==> src/design/glc_pkg.sv <==
// ---------------------------------------------------------------------------
// glc_pkg - shared types and constants for the graph local complement block
// Command format between front end and execution unit, opcode and state codes.
// ---------------------------------------------------------------------------
package glc_pkg;

    localparam int MAX_VERTICES = 32;
    localparam int ROW_W        = 32;
    localparam int VIDX_W       = $clog2(MAX_VERTICES);
    localparam int CNT_W        = 6;
    localparam int OP_W         = 2;
    localparam int QDEPTH       = 2;
    localparam int QPTR_W       = $clog2(QDEPTH);
    localparam int QCNT_W       = $clog2(QDEPTH + 1);

    localparam logic [CNT_W-1:0] VCOUNT_RESET = CNT_W'(MAX_VERTICES);

    localparam logic [OP_W-1:0] OP_WRITE      = 2'd0;
    localparam logic [OP_W-1:0] OP_COMPLEMENT = 2'd1;
    localparam logic [OP_W-1:0] OP_READ       = 2'd2;

    typedef enum logic [1:0] {
        OPC_WRITE,
        OPC_COMPLEMENT,
        OPC_READ,
        OPC_ERROR
    } op_class_t;

    typedef enum logic [2:0] {
        BS_IDLE,
        BS_FETCH,
        BS_SCAN,
        BS_DRAIN,
        BS_EMIT
    } back_state_t;

    typedef struct packed {
        op_class_t          op;
        logic [VIDX_W-1:0]  vertex;
        logic [ROW_W-1:0]   row_bits;
        logic               color;
        logic [ROW_W-1:0]   nbr_mask;   // in-range vertices, pivot excluded
    } cmd_t;

    typedef struct packed {
        logic full;
        logic empty;
    } q_status_t;

endpackage

==> src/design/glc_front.sv <==
// ---------------------------------------------------------------------------
// glc_front - input acceptance and command classification
// Holds the vertex count, range-checks the vertex and builds the command.
// ---------------------------------------------------------------------------
module glc_front
    import glc_pkg::*;
(
    input  logic                clk,
    input  logic                rst_n,
    input  logic                cfg_wr_en,
    input  logic [CNT_W-1:0]    cfg_wr_data,
    input  logic                in_valid,
    output logic                in_stall,
    input  logic [OP_W-1:0]     operation,
    input  logic [VIDX_W-1:0]   vertex,
    input  logic [ROW_W-1:0]    row_bits,
    input  logic                color_in,
    input  q_status_t           q_status,
    output logic                push,
    output cmd_t                cmd
);

    logic [CNT_W-1:0] vcount_reg;
    logic [CNT_W-1:0] lim;
    logic [ROW_W-1:0] lim_mask;
    logic             in_range;

    always_ff @(posedge clk or negedge rst_n)
    begin
        if (!rst_n)
        begin
            vcount_reg <= VCOUNT_RESET;
        end
        else if (cfg_wr_en)
        begin
            vcount_reg <= cfg_wr_data;
        end
    end

    always_comb
    begin
        lim = (vcount_reg > CNT_W'(MAX_VERTICES)) ? CNT_W'(MAX_VERTICES) : vcount_reg;
        if (lim >= CNT_W'(ROW_W))
        begin
            lim_mask = '1;
        end
        else
        begin
            lim_mask = (ROW_W'(1) << lim) - ROW_W'(1);
        end
        in_range = {1'b0, vertex} < lim;

        cmd.vertex   = vertex;
        cmd.row_bits = row_bits;
        cmd.color    = color_in;
        cmd.nbr_mask = lim_mask & ~(ROW_W'(1) << vertex);
        if (!in_range)
        begin
            cmd.op = OPC_ERROR;
        end
        else
        begin
            case (operation)
                OP_WRITE:      cmd.op = OPC_WRITE;
                OP_COMPLEMENT: cmd.op = OPC_COMPLEMENT;
                default:       cmd.op = OPC_READ;     // code three reads too
            endcase
        end
    end

    assign in_stall = q_status.full;
    assign push     = in_valid && !q_status.full;

endmodule

==> src/design/glc_queue.sv <==
// ---------------------------------------------------------------------------
// glc_queue - short command FIFO between front end and execution unit
// ---------------------------------------------------------------------------
module glc_queue
    import glc_pkg::*;
(
    input  logic        clk,
    input  logic        rst_n,
    input  logic        push,
    input  cmd_t        push_data,
    input  logic        pop,
    output cmd_t        pop_data,
    output q_status_t   q_status
);

    cmd_t               entry_reg [QDEPTH];
    logic [QPTR_W-1:0]  wr_ptr_reg;
    logic [QPTR_W-1:0]  rd_ptr_reg;
    logic [QCNT_W-1:0]  count_reg;
    logic               do_push;
    logic               do_pop;

    assign q_status.full  = (count_reg == QCNT_W'(QDEPTH));
    assign q_status.empty = (count_reg == '0);
    assign do_push        = push && !q_status.full;
    assign do_pop         = pop && !q_status.empty;
    assign pop_data       = entry_reg[rd_ptr_reg];

    always_ff @(posedge clk)
    begin
        if (do_push)
        begin
            entry_reg[wr_ptr_reg] <= push_data;
        end
    end

    always_ff @(posedge clk or negedge rst_n)
    begin
        if (!rst_n)
        begin
            wr_ptr_reg <= '0;
            rd_ptr_reg <= '0;
            count_reg  <= '0;
        end
        else
        begin
            if (do_push)
            begin
                wr_ptr_reg <= wr_ptr_reg + QPTR_W'(1);
            end
            if (do_pop)
            begin
                rd_ptr_reg <= rd_ptr_reg + QPTR_W'(1);
            end
            case ({do_push, do_pop})
                2'b10:   count_reg <= count_reg + QCNT_W'(1);
                2'b01:   count_reg <= count_reg - QCNT_W'(1);
                default: count_reg <= count_reg;
            endcase
        end
    end

endmodule

==> src/design/glc_back.sv <==
// ---------------------------------------------------------------------------
// glc_back - execution unit
// Owns the adjacency row memory and colour bits, runs write, read and the
// neighbour scan of a complement, and drives the output register.
// ---------------------------------------------------------------------------
module glc_back
    import glc_pkg::*;
(
    input  logic                clk,
    input  logic                rst_n,
    input  q_status_t           q_status,
    input  cmd_t                q_data,
    output logic                pop,
    output logic                out_valid,
    input  logic                out_stall,
    output logic [ROW_W-1:0]    row_out,
    output logic                color_out,
    output logic                status
);

    // adjacency rows: one write port, one registered read port
    logic [ROW_W-1:0]           mem [MAX_VERTICES];
    logic [ROW_W-1:0]           rd_data_reg;
    logic                       mem_we;
    logic [VIDX_W-1:0]          mem_waddr;
    logic [ROW_W-1:0]           mem_wdata;
    logic [VIDX_W-1:0]          mem_raddr;

    back_state_t                state_reg, state_next;
    cmd_t                       cmd_reg, cmd_next;
    logic [ROW_W-1:0]           nbr_reg, nbr_next;
    logic [VIDX_W-1:0]          scan_reg, scan_next;
    logic                       pend_reg, pend_next;
    logic [VIDX_W-1:0]          pend_addr_reg, pend_addr_next;
    logic [MAX_VERTICES-1:0]    colors_reg, colors_next;
    logic [ROW_W-1:0]           res_row_reg, res_row_next;
    logic                       res_color_reg, res_color_next;
    logic                       res_status_reg, res_status_next;
    logic                       out_valid_reg, out_valid_next;
    logic [ROW_W-1:0]           row_out_reg, row_out_next;
    logic                       color_out_reg, color_out_next;
    logic                       status_reg, status_next;

    always_ff @(posedge clk)
    begin
        if (mem_we)
        begin
            mem[mem_waddr] <= mem_wdata;
        end
        rd_data_reg <= mem[mem_raddr];
    end

    always_ff @(posedge clk or negedge rst_n)
    begin
        if (!rst_n)
        begin
            state_reg     <= BS_IDLE;
            pend_reg      <= 1'b0;
            colors_reg    <= '0;
            out_valid_reg <= 1'b0;
        end
        else
        begin
            state_reg     <= state_next;
            pend_reg      <= pend_next;
            colors_reg    <= colors_next;
            out_valid_reg <= out_valid_next;
        end
    end

    always_ff @(posedge clk)
    begin
        cmd_reg        <= cmd_next;
        nbr_reg        <= nbr_next;
        scan_reg       <= scan_next;
        pend_addr_reg  <= pend_addr_next;
        res_row_reg    <= res_row_next;
        res_color_reg  <= res_color_next;
        res_status_reg <= res_status_next;
        row_out_reg    <= row_out_next;
        color_out_reg  <= color_out_next;
        status_reg     <= status_next;
    end

    always_comb
    begin
        state_next      = state_reg;
        cmd_next        = cmd_reg;
        nbr_next        = nbr_reg;
        scan_next       = scan_reg;
        pend_next       = pend_reg;
        pend_addr_next  = pend_addr_reg;
        colors_next     = colors_reg;
        res_row_next    = res_row_reg;
        res_color_next  = res_color_reg;
        res_status_next = res_status_reg;
        out_valid_next  = out_valid_reg && out_stall;
        row_out_next    = row_out_reg;
        color_out_next  = color_out_reg;
        status_next     = status_reg;
        pop             = 1'b0;
        mem_we          = 1'b0;
        mem_waddr       = pend_addr_reg;
        mem_wdata       = rd_data_reg ^ (nbr_reg & ~(ROW_W'(1) << pend_addr_reg));
        mem_raddr       = scan_reg;

        case (state_reg)
            BS_IDLE:
            begin
                mem_raddr = q_data.vertex;
                if (!q_status.empty)
                begin
                    pop      = 1'b1;
                    cmd_next = q_data;
                    case (q_data.op)
                        OPC_WRITE:
                        begin
                            mem_we                     = 1'b1;
                            mem_waddr                  = q_data.vertex;
                            mem_wdata                  = q_data.row_bits;
                            colors_next[q_data.vertex] = q_data.color;
                            res_row_next               = q_data.row_bits;
                            res_color_next             = q_data.color;
                            res_status_next            = 1'b0;
                            state_next                 = BS_EMIT;
                        end
                        OPC_ERROR:
                        begin
                            res_row_next    = '0;
                            res_color_next  = 1'b0;
                            res_status_next = 1'b1;
                            state_next      = BS_EMIT;
                        end
                        default:
                        begin
                            state_next = BS_FETCH;
                        end
                    endcase
                end
            end

            BS_FETCH:
            begin
                if (cmd_reg.op == OPC_COMPLEMENT)
                begin
                    nbr_next   = rd_data_reg & cmd_reg.nbr_mask;
                    scan_next  = '0;
                    pend_next  = 1'b0;
                    state_next = BS_SCAN;
                end
                else
                begin
                    res_row_next    = rd_data_reg;
                    res_color_next  = colors_reg[cmd_reg.vertex];
                    res_status_next = 1'b0;
                    state_next      = BS_EMIT;
                end
            end

            BS_SCAN:
            begin
                // read neighbour u now, write it back in the next cycle
                mem_we         = pend_reg;
                mem_raddr      = scan_reg;
                pend_next      = nbr_reg[scan_reg];
                pend_addr_next = scan_reg;
                scan_next      = scan_reg + VIDX_W'(1);
                if (scan_reg == VIDX_W'(MAX_VERTICES - 1))
                begin
                    state_next = BS_DRAIN;
                end
            end

            BS_DRAIN:
            begin
                mem_we          = pend_reg;
                pend_next       = 1'b0;
                colors_next     = colors_reg ^ nbr_reg[MAX_VERTICES-1:0];
                res_row_next    = nbr_reg;
                res_color_next  = colors_reg[cmd_reg.vertex];   // pivot unchanged
                res_status_next = 1'b0;
                state_next      = BS_EMIT;
            end

            BS_EMIT:
            begin
                if (!out_valid_reg || !out_stall)
                begin
                    out_valid_next = 1'b1;
                    row_out_next   = res_row_reg;
                    color_out_next = res_color_reg;
                    status_next    = res_status_reg;
                    state_next     = BS_IDLE;
                end
            end

            default:
            begin
                state_next = BS_IDLE;
            end
        endcase
    end

    assign out_valid = out_valid_reg;
    assign row_out   = row_out_reg;
    assign color_out = color_out_reg;
    assign status    = status_reg;

endmodule

==> src/design/graph_local_complement.sv <==
// ---------------------------------------------------------------------------
// graph_local_complement - adjacency-row graph store with local complement
// Write, read and pivot complement on a graph of up to 32 vertices, each
// with a 32-bit adjacency row and a colour bit.
// ---------------------------------------------------------------------------
//
//  channel  | handshake                 | payload
//  ---------+---------------------------+-----------------------------------
//  config   | cfg_wr_en                 | cfg_wr_data (vertex count)
//  input    | in_valid / in_stall       | operation, vertex, row_bits, color_in
//  output   | out_valid / out_stall     | row_out, color_out, status
//
//  A complement scan walks all 32 row addresses through the single read
//  port of the row memory, one address a cycle, with the write-back of
//  each row in the following cycle.
//  Reset clears the colour bits, queue and output valid flag; the vertex
//  count returns to 32. Rows hold nothing until written.
//  The input stalls only while the two-entry command queue is full, so the
//  front end keeps taking transfers while the execution unit is busy or the
//  output is held by out_stall.
// ---------------------------------------------------------------------------
module graph_local_complement
    import glc_pkg::*;
(
    input  logic                clk,
    input  logic                rst_n,
    input  logic                cfg_wr_en,
    input  logic [CNT_W-1:0]    cfg_wr_data,
    input  logic                in_valid,
    output logic                in_stall,
    input  logic [OP_W-1:0]     operation,
    input  logic [VIDX_W-1:0]   vertex,
    input  logic [ROW_W-1:0]    row_bits,
    input  logic                color_in,
    output logic                out_valid,
    input  logic                out_stall,
    output logic [ROW_W-1:0]    row_out,
    output logic                color_out,
    output logic                status
);

    // front end -> queue
    logic       push;
    cmd_t       push_cmd;
    // queue -> execution unit
    logic       pop;
    cmd_t       head_cmd;
    q_status_t  q_status;

    // Front end: range check against min(vertex count, 32), opcode decode,
    // neighbour mask with the pivot bit already removed.
    glc_front u_front (
        .clk         (clk),
        .rst_n       (rst_n),
        .cfg_wr_en   (cfg_wr_en),
        .cfg_wr_data (cfg_wr_data),
        .in_valid    (in_valid),
        .in_stall    (in_stall),
        .operation   (operation),
        .vertex      (vertex),
        .row_bits    (row_bits),
        .color_in    (color_in),
        .q_status    (q_status),
        .push        (push),
        .cmd         (push_cmd)
    );

    // Decoupling queue; lets the front end keep taking transfers while a
    // complement scan is running.
    glc_queue u_queue (
        .clk       (clk),
        .rst_n     (rst_n),
        .push      (push),
        .push_data (push_cmd),
        .pop       (pop),
        .pop_data  (head_cmd),
        .q_status  (q_status)
    );

    // Execution unit: row memory, colour bits, scan sequencer, output register.
    glc_back u_back (
        .clk       (clk),
        .rst_n     (rst_n),
        .q_status  (q_status),
        .q_data    (head_cmd),
        .pop       (pop),
        .out_valid (out_valid),
        .out_stall (out_stall),
        .row_out   (row_out),
        .color_out (color_out),
        .status    (status)
    );

endmodule

==> config.mk <==
export PLATFORM = sky130hd
export DESIGN_NAME = graph_local_complement
export DESIGN_NICKNAME = d
export VERILOG_FILES = /design/src/design/glc_pkg.sv /design/src/design/glc_front.sv /design/src/design/glc_queue.sv /design/src/design/glc_back.sv /design/src/design/graph_local_complement.sv
export SDC_FILE = /design/constraint.sdc
export NUM_CORES = 2
export LEC_CHECK = 0
export BUFFER_PORTS_ARGS = -buffer_cell sky130_fd_sc_hd__buf_2
export CAP_MARGIN = 10
export CELL_PAD_IN_SITES_DETAIL_PLACEMENT = 0
export CELL_PAD_IN_SITES_GLOBAL_PLACEMENT = 1
export CORE_UTILIZATION = 54
export CTS_CLUSTER_DIAMETER = 50
export DETAILED_ROUTE_END_ITERATION = 16
export PLACE_DENSITY_LB_ADDON = 0.1
export SLEW_MARGIN = 10
export SYNTH_ARGS = -nofsm -noshare
export SYNTH_HDL_FRONTEND = slang
export SYNTH_HIERARCHICAL = 1
export SYNTH_SLANG_ARGS = --single-unit
==> constraint.sdc <==
create_clock -name clk -period 5.35 [get_ports clk]
set_input_delay 0 -clock clk [delete_from_list [all_inputs] [get_ports clk]]
set_output_delay 0 -clock clk [all_outputs]
set_load 0.02 [all_outputs]
**Word level (Yosys, flattened, before mapping)**

Memory sizes are Yosys's and may differ from the RTL's. A register that Yosys moved wholly into a read port is not among the register bits.
Cells that the tools add are included.

- Equality and inequality tests: 18
- Shift-type cells: 3
- Reduce and logical (&&, ||, !) cells: 29
- Muxes and demuxes: 55
- $lt $le $gt $ge: 7
- Bitwise gates (word level): 8
- Add/subtract/negate cells: 6

Operators with widths:

| cell | number |
|---|---|
| $mux W32 | 8 |
| $pmux W32 S2 | 2 |
| $and A32 B32 Y32 | 3 |
| $pmux W32 S3 | 1 |
| $not A32 Y32 | 2 |
| $shl A1 B5 Y32 const A | 2 |
| $xor A32 B32 Y32 | 2 |
| $bwmux W32 | 1 |
| $shl A1 B6 Y32 const A | 1 |
| $sub A32 B2 Y32 const B | 1 |
| $mux W5 | 5 |
| $lt A5 B6 Y1 const B | 3 |
| $mux W1 | 18 |
| $mux W3 | 5 |
| $pmux W3 S5 | 1 |
| $bmux W1 S5 | 2 |
| $pmux W5 S2 | 1 |
| $reduce_and A2 Y1 | 5 |
| $pmux W1 S3 | 3 |
| $pmux W2 S2 | 2 |
| $eq A2 B1 Y1 const B | 3 |
| $eq A2 B2 Y1 const B | 3 |
| $eq A3 B2 Y1 const B | 2 |
| $ge A6 B6 Y1 const B | 1 |
| 28 further kinds | 49 |

- Bits in registers: 196
- Input port bits: 51
- Output and inout port bits: 36
- Memories: 2
- RAM bits: 1168

Memories:

| memory | depth | bits a word | rd ports | clocked after memory_dff | wr ports | line | text |
|---|---|---|---|---|---|---|---|
| u_back.mem | 32 | 32 | 1 | 1 | 1 | glc_back.sv:22 | `logic [ROW_W-1:0] mem [MAX_VERTICES];` |
| u_queue.entry_reg | 2 | 72 | 1 | 0 | 1 | glc_queue.sv:16 | `cmd_t entry_reg [QDEPTH];` |

**Longest topological paths before layout**

An unclocked memory read counts as a cell.

- Depth after elaboration: 9
- Gate-level depth with buffers: 14

**By module**

The synthesis kept the hierarchy.

By module, submodules not included:

| module | instances | cells each | area each (um^2) |
|---|---|---|---|
| glc_back | 1 | 3540 | 53401.2 |
| glc_queue | 1 | 242 | 5741.8 |
| glc_front | 1 | 259 | 1740.4 |

**Worst setup path after synthesis**

No wires, ideal clock.

- Path type: flip-flop to flip-flop
- From: register u_queue.count_reg[0]
- To: memory u_queue/entry_reg[0][0] (netlist bit) (enable)
- Cell stages (with the launch flop): 6
- Path buffers: 0
- Setup slack: 1033 ps
- Data required time: 4847 ps
- Data arrival time: 3815 ps
- Period minus slack after synthesis: 4317 ps
- Cells stage by stage: dfrtp_1 -> nand2b_1 -> inv_1 -> nor2b_1 -> nand2_1 -> nor2_1

RTL lines:

| item | line | text |
|---|---|---|
| start: declaration | glc_queue.sv:19 | `logic [QCNT_W-1:0] count_reg;` |
| start signal: assignment | glc_queue.sv:56 | `2'b10: count_reg <= count_reg + QCNT_W'(1);` |
| start signal: assignment | glc_queue.sv:57 | `2'b01: count_reg <= count_reg - QCNT_W'(1);` |
| start signal: assignment | glc_queue.sv:58 | `default: count_reg <= count_reg;` |
| end: declaration | glc_queue.sv:16 |  |

==> results.yml <==
outcome:
  status: "complete, no violations"
logic_synthesis:
  ys_seq_area_share_pct: 67.9
  synth_enable_flop_cells: 1317
  synth_area_um2: 60900
  avgSynthCellArea_um2: 15.1
  syn-num-nets: 4103
  synth.most_common_cell: "edfxtp_1"
  synthDistinctLibCells: 79
  synth.largest_area_cell: "edfxtp_1"
  synth_flop_cell: "edfxtp_1"
  yosys_warnings: 6
  synth_cells: 4041
  synthArstFlopShare_pct: 3.37
  synth_commonest_cells: "edfxtp_1 (1317), nand2_1 (500), nor2_1 (255)"
  synthTopCellsByArea: "edfxtp_1 (65%), mux4_2 (7.6%), mux2i_1 (3.4%)"
  synth_seq_cells: 1396
  yosysTopAreaCellShare_pct: 65.0
place:
  hpwlAfterDp_mm: 112
  post-place-cells: 5449
  dp_worst_setup_slack_ns: 0.855
  globalplace.congestion: 0.880
  io_buffers: 86
setup_path:
  cp_max_fo: 30
  worstPathArrival_ns: 4.91
  reg2reg_depth: 6
  cp-start-kind: "register"
  path_class: "register to register"
  end_kind: "register"
  required_ns: 5.74
hold_path:
  min_path_type: "input port to register"
  hold_depth: 4
sta:
  relSlewSlack_pct: 20.2
  setup_viol: 0
  fin_setup_tns_ns: 0
  rsz0062_at_grt: "no"
  fin_ws_ns: 0.821
  hold_ws_ns: 0.0765
  skew_ns: 0.0250
  achievable-frequency_mhz: 221
  finalHoldViolations: 0
  fin_crit_ns: 4.53
  worst_pin_slew_ns: 1.20
  slew_violations: 0
  timing.final.crit_share_pct: 84.7
routing:
  wl_per_cell_um: 31.2
  post-route-drc-count: 0
  drt_pass1_iterations: 5
  ant_nets: 0
  viasPerCell: 6.42
  drtIter0Drc: 4706
  routed_wl_mm: 182
  dr_total_vias: 37400
power:
  leakage_nw: 23.4
  power_density_nw_per_um2: 593
  vdd_ir_drop_max_uv: 438
clock_network:
  cts_tree: "yes"
  cts-root-buf: "clkbuf_16"
  cts_num_sinks: 1396
  clock_latency_ns: 0.77
  ctsResizeCount: 0
  cts-htree-levels: 4
  cts_setup_buffers: 0
  ctsHoldBuffers: 97
  numCtsBuffers: 150
  clkTransAtPathRegs_ns: 0.06
  cts_buffer_depth: 3
cells_and_area:
  area_delta_synth_final_pct: 13.9
  drive_above_1_share_pct: 19.7
  layout.cells.non_filler: 5823
  final_util_pct: 62.3
  fill_cells: 8090
  largest_register_ffs: 1024
  final_nets: 4272
global_routing:
  grt_overflow: 0
  grt_max_degree: 84
  grt_pass1_vias: 36700
  grt_antenna_before_repair: 3
  grt.total_usage_pct: 32.3
  grt_pass1_wl_mm: 260
die:
  die_area_um2: 114000
  start_util_pct: 54.7
  io_pins: 87
  chipHeight_um: 338
  die_x_um: 338
  fp.coreArea_um2: 111000
  rows: 122
run:
  maxCapViolCount: 0
==> report_power, final <==
part / switching [mW] / total, mW / internal (mW)
Combinational: 9.60 / 14.2 / 4.64
Sequential: 1.01 / 16.6 / 15.6
Clock: 4.26 / 10.3 / 6.05
==> metrics by stage <==
step | area [um2] | power [mW]
final | 69300 | 41.1
after floorplan | 60900 | 25.4
after global placement | 63500 | 30.8
after global routing | 69300 | 42.6
after detailed placement | 63500 | 30.9
after CTS | 69300 | 41.2
==> critical path, cell delays in order (launching register included) <==
cell and delay [ns]:
dfrtp_4 0.56, buf_4 0.53, mux2_4 0.67, mux2i_1 0.26, or4_1 0.96, nor2_4 0.57, buf_4 0.53
==> per-layer routing <==
metal | track usage [%] | vias up | part of all wire [%]
met3 | 5.36 | 348 | 8.6
met1 | 44.9 | 19100 | 40
met4 | 14.2 | 0 | 4.5
met2 | 50.4 | 1884 | 47
met5 | 0 | - | 0
li1 | - | 16000 | -
==> placed cells by master, fill, tap and decap left out, types with 35 or more instances in the layout <==
master,n
nand2_1,500
nand3_1,143
dlygate4sd3_1,97
xor2_1,35
nor2_4,39
dfrtp_1,44
clkbuf_16,156
nor2b_1,36
mux2i_1,204
nand3b_1,45
o21ai_0,165
a21oi_1,99
mux4_2,206
a32oi_1,96
buf_2,86
a22oi_1,39
edfxtp_1,1317
nor2_1,216
buf_4,117
mux2_4,68
nor4_1,56
and2_1,40
==> cell families after synthesis <==
| family | Yosys count | share of synthesized area (%) |
|---|---|---|
| and+or+nand+nor | 1216 | 9.32 |
| muxes | 494 | 13.1 |
| AOI/OAI and AO/OA | 558 | 5.97 |
| xor gates and xnor gates | 42 | 0.604 |
| DFF | 1396 | 67.9 |
| adders and majority gates | 11 | 0.226 |
| buffers and inverters | 324 | 2.88 |
==> final cells by class <==
type / instances / area (um2) / area share, %
diodes: 1 / 2.50 / 0.00361
clock buffers: 198 / 4140 / 5.97
inverters: 18 / 67.6 / 0.0974
multi-input cells: 2321 / 18400 / 26.5
clock inverters: 78 / 773 / 1.12
repair buffers: 323 / 2740 / 3.95
flip-flops and latches: 1396 / 41400 / 59.7
well taps: 1488 / 1860 / 2.69
==> path summary, 6_finish.rpt <==
check                                        end                    from  slack (ns)
max in group asynchronous     u_queue/rd_ptr_reg                   rst_n        4.30
min                             u_back/out_valid               out_stall        0.08
max reg2reg                   u_back/mem[31][14]      u_queue/rd_ptr_reg        0.82
min reg2reg                   u_back/row_out[24]  u_back/res_row_reg[24]        0.42
max                           u_back/mem[31][14]      u_queue/rd_ptr_reg        0.82
min in group asynchronous  u_back/colors_reg[21]                   rst_n        0.48
Note: power is estimated with default switching activity, not from simulation.
